[src/sv/cyclotomic_omega_ring_alu_assert.svh]
// assertion macros for the omega ring alu
// no dependencies; included by the top level, the only file that checks its own logic
`ifndef CYCLOTOMIC_OMEGA_RING_ALU_ASSERT_SVH
`define CYCLOTOMIC_OMEGA_RING_ALU_ASSERT_SVH

// same-cycle implication
`define CORA_ASSERT_IMPLIES(label, clock, reset, ante, cons) \
  label: assert property (@(posedge clock) disable iff (reset) (ante) |-> (cons)) \
    else $error("implication violated");

// implication with a fixed delay in cycles
`define CORA_ASSERT_LATENCY(label, clock, reset, ante, n, cons) \
  label: assert property (@(posedge clock) disable iff (reset) (ante) |-> ##n (cons)) \
    else $error("latency violated");

`endif

[src/sv/cora_pkg.sv]
// shared types and codes for the omega ring alu
// no dependencies
`default_nettype none

package cora_pkg;

  typedef enum logic {
    OP_ADD = 1'b0,
    OP_MUL = 1'b1
  } cora_op_t;

  // control that travels beside the datapath stages
  typedef struct packed {
    logic     valid;
    cora_op_t op;
  } cora_ctl_t;

  localparam int unsigned NUM_COEF = 4;
  localparam int unsigned PIPE_DEPTH = 3;

endpackage

`default_nettype wire

[src/sv/cora_align.sv]
// add datapath: parity fix by sqrt2, alignment shift, coefficient sum
// three register stages; depends on cora_pkg
`default_nettype none

module cora_align #(
  parameter int unsigned COEF_BITS = 64,
  parameter int unsigned EXP_BITS  = 16
) (
  input  wire logic                 clk,
  input  wire logic [EXP_BITS-1:0]  x_exp,
  input  wire logic [EXP_BITS-1:0]  y_exp,
  input  wire logic [COEF_BITS-1:0] x_coef [cora_pkg::NUM_COEF],
  input  wire logic [COEF_BITS-1:0] y_coef [cora_pkg::NUM_COEF],
  output logic      [EXP_BITS-1:0]  res_exp,
  output logic      [COEF_BITS-1:0] res_coef [cora_pkg::NUM_COEF],
  output logic                      res_ovf
);

  localparam int unsigned SHW = EXP_BITS + 1;
  localparam int unsigned SB  = $clog2(COEF_BITS);
  localparam logic [SHW-1:0] COEF_LIM = SHW'(COEF_BITS);
  localparam logic [EXP_BITS-1:0] EXP_MAXPOS = {1'b0, {(EXP_BITS-1){1'b1}}};

  logic                 rx, ry, x_ge, hi_raised;
  logic [COEF_BITS-1:0] xs [cora_pkg::NUM_COEF];
  logic [COEF_BITS-1:0] ys [cora_pkg::NUM_COEF];
  logic [COEF_BITS-1:0] xe [cora_pkg::NUM_COEF];
  logic [COEF_BITS-1:0] ye [cora_pkg::NUM_COEF];
  logic [SHW-1:0]       hx, hy, shift_full;
  logic [EXP_BITS-1:0]  hi_k;

  logic [COEF_BITS-1:0] hi1 [cora_pkg::NUM_COEF];
  logic [COEF_BITS-1:0] lo1 [cora_pkg::NUM_COEF];
  logic [SB-1:0]        sh1;
  logic                 big1, ovf1, ovf2;
  logic [EXP_BITS-1:0]  exp1, exp2;
  logic [COEF_BITS-1:0] hi2 [cora_pkg::NUM_COEF];
  logic [COEF_BITS-1:0] los2 [cora_pkg::NUM_COEF];

  // only the odd operand is raised, and only when parities differ
  assign rx = (x_exp[0] ^ y_exp[0]) & x_exp[0];
  assign ry = (x_exp[0] ^ y_exp[0]) & y_exp[0];

  // times sqrt2: (a,b,c,d) -> (b-d, c+a, b+d, c-a)
  assign xs[0] = x_coef[1] - x_coef[3];
  assign xs[1] = x_coef[2] + x_coef[0];
  assign xs[2] = x_coef[1] + x_coef[3];
  assign xs[3] = x_coef[2] - x_coef[0];
  assign ys[0] = y_coef[1] - y_coef[3];
  assign ys[1] = y_coef[2] + y_coef[0];
  assign ys[2] = y_coef[1] + y_coef[3];
  assign ys[3] = y_coef[2] - y_coef[0];

  always_comb begin
    for (int i = 0; i < 4; i++) begin
      xe[i] = rx ? xs[i] : x_coef[i];
      ye[i] = ry ? ys[i] : y_coef[i];
    end
  end

  // floor half of the exponent, plus one if raised
  assign hx = {x_exp[EXP_BITS-1], x_exp[EXP_BITS-1], x_exp[EXP_BITS-1:1]}
            + {{EXP_BITS{1'b0}}, rx};
  assign hy = {y_exp[EXP_BITS-1], y_exp[EXP_BITS-1], y_exp[EXP_BITS-1:1]}
            + {{EXP_BITS{1'b0}}, ry};
  assign x_ge       = $signed(hx) >= $signed(hy);
  assign shift_full = x_ge ? (hx - hy) : (hy - hx);
  assign hi_k       = x_ge ? x_exp : y_exp;
  assign hi_raised  = x_ge ? rx : ry;

  always_ff @(posedge clk) begin
    for (int i = 0; i < 4; i++) begin
      hi1[i] <= x_ge ? xe[i] : ye[i];
      lo1[i] <= x_ge ? ye[i] : xe[i];
    end
    sh1  <= shift_full[SB-1:0];
    big1 <= shift_full >= COEF_LIM;
    exp1 <= hi_k + {{(EXP_BITS-1){1'b0}}, hi_raised};
    ovf1 <= hi_raised && (hi_k == EXP_MAXPOS);
  end

  // stage 2: scale the lower operand, whole word shifted out gives zero
  always_ff @(posedge clk) begin
    for (int i = 0; i < 4; i++) begin
      hi2[i]  <= hi1[i];
      los2[i] <= big1 ? '0 : (lo1[i] << sh1);
    end
    exp2 <= exp1;
    ovf2 <= ovf1;
  end

  always_ff @(posedge clk) begin
    for (int i = 0; i < 4; i++) begin
      res_coef[i] <= hi2[i] + los2[i];
    end
    res_exp <= exp2;
    res_ovf <= ovf2;
  end

endmodule

`default_nettype wire

[config.mk]
export PLATFORM = sky130hd
export DESIGN_NAME = cora_align
export DESIGN_NICKNAME = d
export VERILOG_FILES = /design/src/sv/cyclotomic_omega_ring_alu_assert.svh /design/src/sv/cora_pkg.sv /design/src/sv/cora_align.sv
export SDC_FILE = /design/constraint.sdc
export NUM_CORES = 2
export LEC_CHECK = 0
export BUFFER_PORTS_ARGS = -buffer_cell sky130_fd_sc_hd__buf_2
export CORE_MARGIN = 2
export CORE_UTILIZATION = 56
export DETAILED_ROUTE_END_ITERATION = 7
export GPL_TIMING_DRIVEN = 0
export PLACE_DENSITY = 0.76
export SETUP_SLACK_MARGIN = 0.05
export SYNTH_ARGS = -nofsm -noshare
export SYNTH_HDL_FRONTEND = slang
export SYNTH_SLANG_ARGS = --single-unit
[constraint.sdc]
create_clock -name clk -period 6.9 [get_ports clk]
set_clock_uncertainty 0.15 [all_clocks]
set_input_delay 0.345 -clock clk [delete_from_list [all_inputs] [get_ports clk]]
set_output_delay 0.345 -clock clk [all_outputs]
set_load 0.02 [all_outputs]
==> key figures, run 1 <==
Synthesis
  • Area share of the largest cell type after synthesis: 27.0%
  • Synth warnings: 0
  • Cell area after synthesis: 99100 um^2
  • Commonest cells in the netlist: nand2_1 (1492), nor2_1 (1442), dfxtp_1 (1338), a21oi_1 (1307), o21ai_0 (879)
  • Asr flop ratio synth: 0%
  • Most frequent cell after synthesis: nand2_1
  • Post-synth cell types: 98
  • Seq cells post-synth: between 1000 and 1500
  • Primary FF master, synth: dfxtp_1
  • Syn_nets: ~14000
  • Sequential-to-total area share from yosys stat: between 20% and 30%
  • Synth area leaders: dfxtp_1 (27%), ha_1 (10%), a21oi_1 (6.6%)
  • Area leader, netlist: dfxtp_1
  • Syn avg cell area: 7.72 um^2
  • Post-synth EDFFs: 0
  • Gate Count Post-Synth: 12800

Placement
  • Routability cong.: 1.37
  • Hpwl dp: 518 mm
  • Port Buf Inserts: 809
  • Placed cells: 16000

Clock tree
  • H-tree levels: 3
  • CTS max path bufs: 3
  • Clock Sinks: 1338
  • TritonCTS Buffers: 110
  • CTS Root Cell: clkbuf_16

Die
  • Site Rows: ~150
  • Die X: 425 um
  • Num ports: 818
  • Die span in y: 425 um
  • Starting density of the core: 56.3%

Outcome
  • First error: [ERROR GRT-0116] Global routing finished with congestion. Check the congestion regions in the DRC Viewer.
  • Status: stopped before the end
  • Stage reached: global routing (5_1_grt)

Global route
  • Number of global-route vias before repair: about 120k
  • Pin count of the biggest net entering global routing: 19
  • Global Route Usage Sum: roughly three quarters
  • First-pass GRT wire length: a little under 1000 mm
  • Grt total ovfl: 7
[metal layers]
layer	GRT overflow	global-route usage, %
met5	0	42.9
met1	0	74.5
met3	0	65.0
met2	3	91.3
met4	4	71.3
[cells by family after synthesis]
family,synth area share [%]
AOI/OAI and AO/OA,24.3
DFF,27.0
muxes,8.94
xor gates and xnor gates,6.49
and+or+nand+nor,17.5
buffers and inverters,5.42
adders and majority gates,10.3
[through the flow]
step                      setup slack [ns]  TNS (ns)  cell area (um^2)
after floorplan                      0.478         0             99100
after global placement               -4.65  -1692.45            106000
after detailed placement             -4.89  -1771.36            106000
after CTS                           0.0531         0            112000
[repair_timing]
item,in CTS
resized for setup,105
endpoints found under the hold margin,116
hold buffers,125
setup endpoints to repair,534
buffers inserted,1
==> inputs of run 2 (changes only) <==
--- a/config.mk
+++ b/config.mk
@@ -7,11 +7,10 @@
 export LEC_CHECK = 0
 export BUFFER_PORTS_ARGS = -buffer_cell sky130_fd_sc_hd__buf_2
 export CORE_MARGIN = 2
-export CORE_UTILIZATION = 56
+export CORE_UTILIZATION = 40
 export DETAILED_ROUTE_END_ITERATION = 7
 export GPL_TIMING_DRIVEN = 0
-export PLACE_DENSITY = 0.76
-export SETUP_SLACK_MARGIN = 0.05
+export PLACE_DENSITY_LB_ADDON = 0.15
 export SYNTH_ARGS = -nofsm -noshare
 export SYNTH_HDL_FRONTEND = slang
 export SYNTH_SLANG_ARGS = --single-unit
==> constraint.sdc (replaced) <==
create_clock -name clk -period 9 [get_ports clk]
set_clock_uncertainty 0.15 [all_clocks]
set_input_delay 0.45 -clock clk [delete_from_list [all_inputs] [get_ports clk]]
set_output_delay 0.45 -clock clk [all_outputs]
set_load 0.02 [all_outputs]
==> run 2 against run 1 <==
Effect of this change:
- the flow now finishes, with violations (design-rule violations, max-capacitance violations, max-slew violations, negative setup slack)
- synthesized cell count did not move
- synthesized area unchanged
==> key figures, run 2 <==
Outcome
  • Status: finished with violations
  • Failing checks: design-rule violations, max-capacitance violations, max-slew violations, negative setup slack

Clock tree
  • CTS max path bufs: 3
  • Clk_lat worst skew: about 0.83 ns
  • Clock Sinks: 1338
  • TritonCTS Buffers: 136
  • CTS clk-pin slew, worst paths: 0.06 ns
  • Setup Buffers After CTS: 0
  • CTS Root Cell: clkbuf_16
  • H-tree levels: 4
  • CTS tree: yes

Timing
  • Slew @ Worst Pin: 1.75 ns
  • Slew margin rel.: -18.0%
  • Final WS setup: -0.399 ns
  • Final Hold Viols: 0
  • Minimum clock period: 9.40 ns
  • RSZ-0062 raised after global routing: no
  • Final setup TNS: -8.84 ns
  • Final setup violation count: 64
  • Fmax: 106 MHz
  • Max Transition Viols Final: 232
  • Final Cycle Share: 104%

Placement
  • Pre-CTS setup slack: -2.50 ns
  • Post-DP Area: 108000 um^2
  • Port Buf Inserts: 809
  • Hpwl dp: 578 mm
  • Routability cong.: 1.22

Synthesis
  • Commonest cells in the netlist: nand2_1 (1492), nor2_1 (1442), dfxtp_1 (1338), a21oi_1 (1307), o21ai_0 (879)
  • Area leader, netlist: dfxtp_1
  • Primary FF master, synth: dfxtp_1
  • Post-synth EDFFs: 0
  • Syn avg cell area: between 7 and 8 um^2
  • Most frequent cell after synthesis: nand2_1
  • Synth area leaders: dfxtp_1 (27%), ha_1 (10%), a21oi_1 (6.6%)
  • Post-synth cell types: 98
  • Gate Count Post-Synth: 12800
  • Asr flop ratio synth: 0%
  • Sequential-to-total area share from yosys stat: between 20 and 30%
  • Synth warnings: 0
  • Seq cells post-synth: 1338
  • Area share of the largest cell type after synthesis: 27.0%
  • Cell area after synthesis: roughly 99000 um^2
  • Syn_nets: 14200

Die
  • Starting density of the core: 40.3%
  • Site Rows: 182
  • Num ports: 818
  • Core ar.: 246000 um^2
  • Die Area: 252000 um^2
  • Die span in y: 502 um
  • Die X: 502 um

Layout
  • Util after Layout: 46.4%
  • # nets final: 15300
  • Most common cell after layout, fill and taps aside: nand2_1
  • Ratio of cells with drive above 1 in the final layout: ~11%
  • Area growth syn-to-layout: 15.2%
  • Finished Cell Area: 114000 um^2
  • Most frequent cells in the layout: nand2_1 (1492), nor2_1 (1442), dfxtp_1 (1338)

Drt
  • Vias/cell: around 6.4
  • Vias: 112000
  • Final wirelength: between 600 and 700 mm
  • DR iter-0 viols: 15800
  • Drt first pass iters: 8
  • Residual DRC: 50
  • Routed length per instance: 38.5 um
  • Routed Antenna Nets: 0

Global route
  • First-pass GRT wire length: between 800 and 900 mm
  • Number of global-route vias before repair: just over 100k
  • Pin count of the biggest net entering global routing: 17
  • Global Route Usage Sum: 51.3%
  • Initial antenna violation count: roughly 240
  • Grt total ovfl: 0

Power and ir drop
  • P_leak: 50.3 nW
  • Cell Pwr Density: 256 nW/um^2
  • Max IR drop VDD: 0.239 mV
  • Total power: 29.3 mW

Worst setup path
  • Critical path peak fanout: 17
  • CP required: 9.45 ns
  • Critical path arrival: 9.85 ns
  • CP endpoint kind: register
  • CP Class: primary input to register
  • Worst setup SP type: primary input

Min path
  • Worst min-delay path category: primary input to register

Flow run
  • Max Cap Viol: 48
==> run 2: layout make-up <==
type	count	area, um^2
fillers	25600	132000
repair buffers	935	5270
well taps	3312	4140
diodes	183	458
clock buffers	172	3810
inverters	644	2420
multi-input cells	10100	67100
plain buffers	767	3010
clock inverters	71	1160
flip-flops and latches	1338	26800
==> run 2: per-layer routing <==
layer  vias up  wire length, um  GRT usage (%)
li1      47800                -              -
met1     53400           246000           59.4
met2      8416           260000           71.0
met3      2388           100000           25.5
met4       114            67700           40.7
met5         -              936          0.791
==> run 2: final timing paths <==
kind	start	to	slack, ns	cells past startpoint
setup / recovery	x_exp[0]	hi1[2][40]	-0.40	23
hold reg to reg	hi1[1][46]	hi2[1][46]	0.14	0
hold / removal	y_coef[235]	lo1[0][43]	0.06	5
setup reg to reg	sh1[1]	los2[1][63]	1.56	10
==> run 2: report_power, final <==
| group | internal [mW] | switching, mW | leakage (nW) | total (mW) |
|---|---|---|---|---|
| sequential | 6.85 | 0.593 | 11.2 | 7.44 |
| combinational | 4.01 | 11.6 | 36.7 | 15.7 |
| clock | 3.58 | 2.59 | 2.40 | 6.17 |
| total | 14.4 | 14.8 | 50.3 | 29.3 |
==> run 2: cell families (layout without fill, tap and decap cells) <==
group	Yosys count	count (layout)	synth area share, %
other	0	183	0
multiplexers	657	657	8.94
AO/OA/AOI/OAI	3883	3883	24.3
buffers and inverters	1413	2589	5.42
AND/OR/NAND/NOR	4001	4001	17.5
flip-flops	1338	1338	27.0
adder cells (fa/ha/maj)	807	807	10.3
XOR/XNOR	734	734	6.49
==> run 2: timing repair <==
action,4_1_cts,5_1_grt
resized for setup,26,10
setup endpoints to repair,384,99
endpoints found under the hold margin,81,0
hold buffers,96,0
cloned,0,0
==> run 2: metrics by stage <==
stage          hold WS, ns  instances
6_report            0.0559      17500
5_1_grt             0.0524      17400
4_1_cts           0.000689      17300
3_5_place_dp         0.162      17000
3_3_place_gp         0.160      17000
2_1_floorplan        0.160      12800
==> run 2: worst max-delay path: stages <==
cell and delay (ns):
buf_2 0.34, nand2b_1 0.63, clkinv_1 0.99, clkbuf_4 0.65, ha_1 0.34, nand2_1 0.13
nor2_1 0.10, nand3_1 0.11, xnor2_1 0.14, ha_1 0.31, buf_2 0.21, nand2_1 0.15
nor2_1 0.34, nand3_1 0.19, o41ai_1 0.46, or3_1 0.24, o21a_1 0.19, buf_2 0.34
buf_2 0.41, buf_1 0.88, clkbuf_1 0.98, nor2_1 0.12, o22ai_1 1.09
(Power assumes the default switching activity.)
